`src/rtl/core/assert_macros.svh`:
```
// assertion macros for the rtl
`ifndef ASSERT_MACROS_SVH
`define ASSERT_MACROS_SVH

// checked at every rising edge, held off during reset
`define ASSERT_SYNC(lbl, clk, rst, prop) \
   lbl: assert property (@(posedge clk) disable iff (rst) prop) \
      else $error("%m: assertion failed");

// checked at every rising edge, reset included
`define ASSERT_ALWAYS(lbl, clk, prop) \
   lbl: assert property (@(posedge clk) prop) \
      else $error("%m: assertion failed");

`endif

```
`src/rtl/core/lcdfb_pkg.sv`:
```
`default_nettype none
package lcdfb_pkg;

   localparam int FRAME_BYTES = 1024;
   localparam int TILE_COUNT  = 128;
   localparam int ADDR_W      = $clog2(FRAME_BYTES);
   localparam int TILE_W      = $clog2(TILE_COUNT);

   localparam logic [1:0] KIND_PAGE = 2'd0;
   localparam logic [1:0] KIND_COL  = 2'd1;
   localparam logic [1:0] KIND_DATA = 2'd2;

   typedef struct packed {
      logic       mode;
      logic [7:0] x;
      logic [7:0] y;
      logic       color;
      logic [6:0] tile;
   } req_type;

   typedef struct packed {
      logic       chip;
      logic [1:0] kind;
      logic [7:0] value;
      logic       last;
   } rsp_type;

   typedef struct packed {
      logic latch;
      logic clr_wr;
      logic pix_rd;
      logic pix_wr;
      logic fl_rd;
      logic clr_dirty;
      logic emit_page;
      logic emit_col;
      logic emit_data;
      logic cnt_clr;
      logic cnt_inc;
   } cmd_type;

   typedef struct packed {
      logic pix_ok;
      logic dirty_hit;
      logic cnt_full;
      logic cnt_eight;
   } stat_type;

endpackage
`default_nettype wire

```
`src/rtl/core/lcdfb_ctrl.sv`:
```
`default_nettype none
module lcdfb_ctrl (
   input  wire                 clock,
   input  wire                 reset,
   input  wire                 start,
   input  wire                 mode,
   input  lcdfb_pkg::stat_type stat,
   output lcdfb_pkg::cmd_type  cmd,
   output logic                busy
);
   import lcdfb_pkg::*;

   typedef enum logic [2:0] {
      ST_CLEAR,
      ST_IDLE,
      ST_PIX_RD,
      ST_PIX_WR,
      ST_FL_PAGE,
      ST_FL_COL,
      ST_FL_DATA
   } state_type;

   state_type state_ff;
   state_type state_in;

   always_comb begin
      cmd      = '0;
      state_in = state_ff;
      unique case (state_ff)
         ST_CLEAR: begin
            cmd.clr_wr  = 1'b1;
            cmd.cnt_inc = 1'b1;
            if (stat.cnt_full) begin
               state_in = ST_IDLE;
            end
         end
         ST_IDLE: begin
            if (start) begin
               cmd.latch = 1'b1;
               state_in  = mode ? ST_FL_PAGE : ST_PIX_RD;
            end
         end
         ST_PIX_RD: begin
            if (stat.pix_ok) begin
               cmd.pix_rd = 1'b1;
               state_in   = ST_PIX_WR;
            end else begin
               state_in = ST_IDLE;
            end
         end
         ST_PIX_WR: begin
            cmd.pix_wr = 1'b1;
            state_in   = ST_IDLE;
         end
         ST_FL_PAGE: begin
            if (stat.dirty_hit) begin
               cmd.clr_dirty = 1'b1;
               cmd.emit_page = 1'b1;
               cmd.cnt_clr   = 1'b1;
               state_in      = ST_FL_COL;
            end else begin
               state_in = ST_IDLE;
            end
         end
         ST_FL_COL: begin
            cmd.emit_col = 1'b1;
            cmd.fl_rd    = 1'b1;
            cmd.cnt_inc  = 1'b1;
            state_in     = ST_FL_DATA;
         end
         ST_FL_DATA: begin
            cmd.emit_data = 1'b1;
            cmd.fl_rd     = 1'b1;
            cmd.cnt_inc   = 1'b1;
            if (stat.cnt_eight) begin
               state_in = ST_IDLE;
            end
         end
         default: begin
            state_in = ST_IDLE;
         end
      endcase
   end

   always_ff @(posedge clock) begin
      if (reset) begin
         state_ff <= ST_CLEAR;
      end else begin
         state_ff <= state_in;
      end
   end

   assign busy = (state_ff != ST_IDLE);

endmodule
`default_nettype wire

```
`config.mk`:
```
export PLATFORM = sky130hd
export DESIGN_NAME = lcdfb_ctrl
export DESIGN_NICKNAME = d
export VERILOG_FILES = /design/src/rtl/core/assert_macros.svh /design/src/rtl/core/lcdfb_pkg.sv /design/src/rtl/core/lcdfb_ctrl.sv
export SDC_FILE = /design/constraint.sdc
export NUM_CORES = 1
export LEC_CHECK = 0
export BUFFER_PORTS_ARGS = -buffer_cell sky130_fd_sc_hd__buf_2
export CORE_AREA = 2 2 39 41
export DETAILED_ROUTE_END_ITERATION = 10
export DIE_AREA = 0 0 41 43
export PLACE_DENSITY = 0.57
export SYNTH_ARGS = -nofsm -noshare
export SYNTH_HDL_FRONTEND = slang
export SYNTH_SLANG_ARGS = --single-unit
```
`constraint.sdc`:
```
create_clock -name clock -period 1.8 [get_ports clock]
set_input_delay 0.36 -clock clock [delete_from_list [all_inputs] [get_ports clock]]
set_output_delay 0.36 -clock clock [all_outputs]
set_load 0.01 [all_outputs]
```
# Yosys cells after proc, flatten, opt, wreduce, memory -nomap -nowiden
# Cells that the tools add are included.
# op_classes
n_eq_ne	10
muxes	21
reduce_logical	4
# op_table
cell	n
$pmux 3 s6	1
$mux 3	5
$mux 1	12
$eq 3x3->1 const B	3
$eq 3x2->1 const B	2
$mux 2	3
$ne 2x2->1 const B	3
$eq 3x1->1 const B	1
$logic_not 3->1	1
$ne 3x1->1 const B	1
$reduce_and 3->1	1
$reduce_or 3->1	1
$reduce_or 2->1	1
# word_totals
regBits	3
input_bits	8
output_inout_bits	12

# Logic depth before layout (Yosys ltp)
# Gate-level depths: netlist of the first run.
# logic_depth
ltp_word	3
mapped_depth	4
ltp_nobuf	3

# Worst setup path after synthesis of the first run
# OpenSTA, ideal clock, no wires.
# synth_path
path_kind	register -> output
start	register state_ff[2]
end	output cmd[4] (netlist name)
required_time_ns	1.440
slack_ns	0.459
n_path_buf	2
path_stages_with_launch	4
arrival_time_ns	0.981
path_cell_list	dfxtp_1 > buf_4 > and4bb_2 > buf_4
# synth_rtl
element	line	rtl
start: declaration	lcdfb_ctrl.sv:23	state_type state_ff;
start signal: assignment	lcdfb_ctrl.sv:89	state_ff <= state_in;
end: declaration	lcdfb_ctrl.sv:8	output lcdfb_pkg::cmd_type cmd,

==> out/metrics.cfg, run 1 <==
[setup_path]
critical_path.cell_chain=and4bb_2 > buf_2
cp_top_family=flip-flops
path_class=reg2out
worst_setup_path_start_kind=register
cp-end-kind=output pin
cp_slowest_cell=dfxtp_1
crit_required_ns=1.44
path_buf_inv=1
arrival_ns=1.27
cp_max_fo=15
slowest_delay_ns=0.60

[sta]
setup_violations=0
setup_tns_ns=0
worst_slew_pin_slew_ns=0.4670
worst_clock_skew_ns=0.002747
final_max_slew_viol_count=0
whs_ns=0.3161
finalCritPeriodShare_pct=90.77
period_minus_slack_ns=1.634
finalWorstSetupSlack_ns=0.1661
grt_setup_unrepaired=no
max_freq_ghz=0.6120
hold_violations=0
slew_headroom_pct=68.82

[die]
core.rowCount=14
dieHeight_um=43
core_mm2=0.001384
die_w_um=41
dieArea_mm2=0.001763
ioPinCount=20
initial_utilization_pct=21.43

[synthesis]
ys.warnings.count=0
async_reset_ff_share_pct=0
synth_edf_count=0
syn_area_um2=296.5
ys_dominant_reg_cell=dfxtp_1
synthTopCellsByCount=buf_4, o21ai_0, a21oi_1, dfxtp_1, nor3_1
avgSynthCellArea_um2=7.804
ys_types=23
ys_seq_area_share_pct=20.25
synthesis.nets=46
synth_top_area_cell=dfxtp_1
syn_inst=38
synth-seq-cells=3
synth_top_cell_area_share_pct=20.25
synthTopCellsByArea=dfxtp_1, buf_4, nand3b_4

[global_routing]
overflow=0
grt_max_degree=16
grt_pass1_wl_mm=1.117
grt_usage_pct=10.33
antenna_found_initial=0
grt_pass1_vias=256

[cells_and_area]
n_antenna_cell=0
top_regs=state_ff x3
top_register=state_ff
layout.nets=65
drive_gt1_share_pct=50.00
largest_reg_flops=3
areaGrowthSynthToFinish_pct=34.18

[clock_network]
cts_tree=done
numCtsBuffers=3
cts_resized=0
clock_latency_ns=0.24
cts_root_buffer=clkbuf_4
cts_hold_buffers=0
cts_sinks=3
clockBufferDepth=2
clk_pin_slew_worst_paths_ns=0.04
htreeDepth=1
cts_setup_buffers=0

[detailed_routing]
avgRoutedWirePerCell_um=9.986
drt_pass1_iterations=2
vias=326
viasPerCell=4.528
drt_iter0_drc=4
wirelength_um=719
drc=0
ant_nets=0

[status]
status=finished clean

[power_and_ir_drop]
power.total_uw=260.7
leakagePower_nw=0.2355
powerDensity_mw_per_mm2=655.1
max-vdd-ir-drop_v=0.0002767

[placement]
io_buffer_count=19
dp_hpwl_um=527.5
dp_slack_ns=0.3609
gp_routability_congestion=0.6992

[run]
max-cap-violations=0

[worst_hold_path]
hp-class=in2reg

[layer usage]
metal / vias up / global-route usage, % / share of wire [%] / routed length (µm)
met1: 146 / 11.22 / 40 / 290
met3: 2 / 6.283 / 9.2 / 66
met5: - / 0 / 0 / 0
li1: 164 / - / - / -
met2: 14 / 12.81 / 48 / 343
met4: 0 / 10.00 / 2.6 / 19
[final cells by class]
cell class,count,area [µm²]
clock buffers,4,26.28
multi-input cells,28,187.7
flip-flops and latches,3,61.31
well taps,16,20.02
repair buffers,19,95.09
fillers,162,985.9
inverters,2,7.507
[power by group]
part	switching, mW	internal [mW]	leakage (nW)	total [mW]
logic	0.0277	0.0305	0.196	0.0582
clock network	0.0360	0.0831	0.0150	0.119
registers	0.0117	0.0717	0.0248	0.0834
[cells in the final DEF (no fill, tap or decap), drive strengths merged]
cell    synthesis  routed
nand2           2       2
nand3           1       1
nor2b           2       2
and4bb          1       1
and2b           1       1
and3b           1       1
and2            1       1
inv             2       2
dfxtp           3       3
a21oi           3       3
nand2b          1       1
nand3b          1       1
xor2            1       1
o21a            1       1
o211ai          1       1
o21ai           4       4
o22a            1       1
nor2            2       2
buf             5      19
or3             1       1
clkbuf          0       4
nor3            3       3
[through the flow]
step,util (%),std cells,instance area (µm²)
floorplan,-,38,296.5
global placement,26.76,68,370.4
detailed placement,26.76,68,370.4
CTS,28.66,72,396.6
global route,28.75,72,397.9
finish,28.75,72,397.9
[worst reg2reg max path, stage by stage, from the launching register on]
cell and delay (ns):
dfxtp_1 0.60, o21ai_0 0.16, o22a_1 0.21, a21oi_1 0.13
[cells by family after synthesis]
logic type             count (synthesis)  synth area share, %
XOR/XNOR                               1                2.954
buffers and inverters                  7                16.46
AO/OA/AOI/OAI                         10                19.83
AND/OR/NAND/NOR                       17                40.51
flip-flops                             3                20.25
[worst paths after layout]
check                    from     endpoint  slack, ns  cells after the start
setup / recovery  state_ff[2]       cmd[5]       0.17                      2
hold / removal          reset  state_ff[1]       0.32                      2
setup reg to reg  state_ff[2]  state_ff[2]       0.63                      3
hold reg to reg   state_ff[1]  state_ff[0]       0.68                      2
No activity file was read; power rests on OpenSTA's default activity.
==> inputs of run 2 (changes only) <==
- PLACE_DENSITY: 0.57 -> 0.59
- clock period: 1.8 -> 1.5 ns (I/O delays scaled with it)
==> run 2 against run 1 <==
  * Power increased by 23%
  * Sequential share of layout area about the same
  * Via count decreased by 1.8%
==> out/metrics.cfg, run 2 (synthesis gave the netlist of run 1 again) <==
[clock_network]
htreeDepth=1  ; unchanged
cts_sinks=3  ; unchanged
clockBufferDepth=2  ; unchanged
cts_root_buffer=clkbuf_4  ; unchanged
clk_pin_slew_worst_paths_ns=0.04  ; about the same
cts_setup_buffers=0  ; unchanged
cts_hold_buffers=0  ; unchanged
numCtsBuffers=3  ; unchanged
clock_latency_ns=0.23  ; was 0.24 ns
cts_tree=done  ; unchanged

[sta]
worst_slew_pin_slew_ns=0.2568  ; was 0.4670 ns
worst_clock_skew_ns=0.002219  ; was 0.002747 ns
max_freq_ghz=0.6912
finalWorstSetupSlack_ns=0.05333  ; was 0.1661 ns
hold_violations=0  ; unchanged
grt_setup_unrepaired=yes  ; was no
final_max_slew_viol_count=0  ; unchanged
period_minus_slack_ns=1.447
setup_violations=0  ; unchanged
slew_headroom_pct=82.88  ; was 68.82%
finalCritPeriodShare_pct=96.44

[status]
status=finished clean  ; unchanged

[setup_path]
cp-end-kind=output pin  ; unchanged
crit_required_ns=1.20  ; was 1.44 ns
cp_slowest_cell=dfxtp_2  ; was dfxtp_1
worst_setup_path_start_kind=register  ; unchanged
path_class=reg2out  ; unchanged
cp_max_fo=6  ; was 15
rr_startpoint=state_ff[0]  ; was state_ff[2]
arrival_ns=1.15  ; was 1.27 ns
slowest_delay_ns=0.33  ; was 0.60 ns
critical_path.cell_chain=buf_4 > and4bb_2 > buf_2  ; was and4bb_2 > buf_2
critPathLaunch=state_ff[0]  ; was state_ff[2]

[cells_and_area]
fin_area_um2=412.9  ; was 397.9 µm²
drive_gt1_share_pct=54.39  ; was 50.00%
n_antenna_cell=0  ; unchanged
final_common_cell=buf_2  ; unchanged
layout.nets=66  ; was 65
top_register=state_ff  ; unchanged
largest_reg_flops=3  ; unchanged
areaGrowthSynthToFinish_pct=39.24  ; was 34.18%
fill_cells=161  ; was 162
top_regs=state_ff x3  ; unchanged
layout.cells.non_filler=73  ; was 72

[worst_hold_path]
hp-start=reset  ; unchanged
hp-class=in2reg  ; unchanged

[detailed_routing]
drt_pass1_iterations=4  ; was 2
avgRoutedWirePerCell_um=9.863  ; was 9.986 µm
drc=0  ; unchanged
viasPerCell=4.384  ; was 4.528
ant_nets=0  ; unchanged
vias=320  ; was 326
wirelength_um=720  ; was 719 µm
drt_iter0_drc=2  ; was 4

[power_and_ir_drop]
leakagePower_nw=0.2444  ; was 0.2355 nW
powerDensity_mw_per_mm2=774.9  ; was 655.1 mW/mm²
max-vdd-ir-drop_v=0.0005755  ; was 0.0002767 V

[die]
core.rowCount=14  ; unchanged
dieArea_mm2=0.001763  ; unchanged
initial_utilization_pct=21.43  ; unchanged
ioPinCount=20  ; unchanged
die_w_um=41  ; unchanged
dieHeight_um=43  ; unchanged
core_mm2=0.001384  ; unchanged

[placement]
placed_cells=69  ; was 68
dp_slack_ns=0.1764  ; was 0.3609 ns
io_buffer_count=19  ; unchanged
place_area_um2=377.9  ; was 370.4 µm²
gp_routability_congestion=0.7029  ; was 0.6992
dp_hpwl_um=561.6  ; was 527.5 µm

[global_routing]
grt_pass1_wl_mm=1.083  ; was 1.117 mm
grt_pass1_vias=272  ; was 256
grt_max_degree=16  ; unchanged
overflow=0  ; unchanged
antenna_found_initial=0  ; unchanged
grt_usage_pct=9.127  ; was 10.33%

[run]
max-cap-violations=0  ; unchanged

[run 2: worst paths after layout]
| kind | slack, ns | to | cells past startpoint |
|---|---|---|---|
| max | 0.05 | cmd[4] | 3 |
| min | 0.25 | state_ff[1] | 2 |
| max reg2reg | 0.35 | state_ff[0] | 4 |
| min reg2reg | 0.63 | state_ff[1] | 3 |
[run 2: per-layer routing]
layer | global-route usage (%) | vias up | wire, µm
li1 | - | 168 | -
met1 | 10.58 | 145 | 337
met2 | 13.44 | 7 | 350
met3 | 4.712 | 0 | 33
met4 | 4.000 | 0 | 0
met5 | 0 | - | 0
[run 2: cell type report]
cell class | instances | area [µm²] | area share (%)
tap | 16 | 20.02 | 4.848
inverter | 2 | 7.507 | 1.818
timing repair buffer | 20 | 102.6 | 24.85
sequential | 3 | 63.81 | 15.45
clock buffer | 4 | 26.28 | 6.364
multi-input combinational | 28 | 192.7 | 46.67
[run 2: what timing repair did]
action	in CTS	in global routing
resized for setup	3	2
pin swaps	0	1
hold endpoints to repair	0	0
endpoints found under the setup margin	7	5
[run 2: where the power goes]
part           switching [mW]  internal (mW)  total (mW)
Sequential             0.0121         0.0864      0.0985
Combinational          0.0373         0.0422      0.0794
Clock                  0.0423         0.0997       0.142
[run 2: through the flow]
| stage | hold WS (ns) | TNS, ns | utilization [%] | power (mW) |
|---|---|---|---|---|
| after floorplan | 0.3691 | 0 | - | 0.1475 |
| after detailed placement | 0.5001 | 0 | 27.31 | 0.1755 |
| after CTS | 0.2414 | 0 | 29.48 | 0.3247 |
| after global routing | 0.2454 | -0.03003 | 29.84 | 0.3499 |
| final | 0.2469 | 0 | 29.84 | 0.3199 |
| after global placement | 0.4949 | 0 | 27.31 | 0.1740 |
[run 2: worst max-delay path, delay by kind of cell (launching register included)]
kind                   cells  cell delay [ns]
DFF                        1             0.33
and+or+nand+nor            1             0.29
buffers and inverters      2             0.28
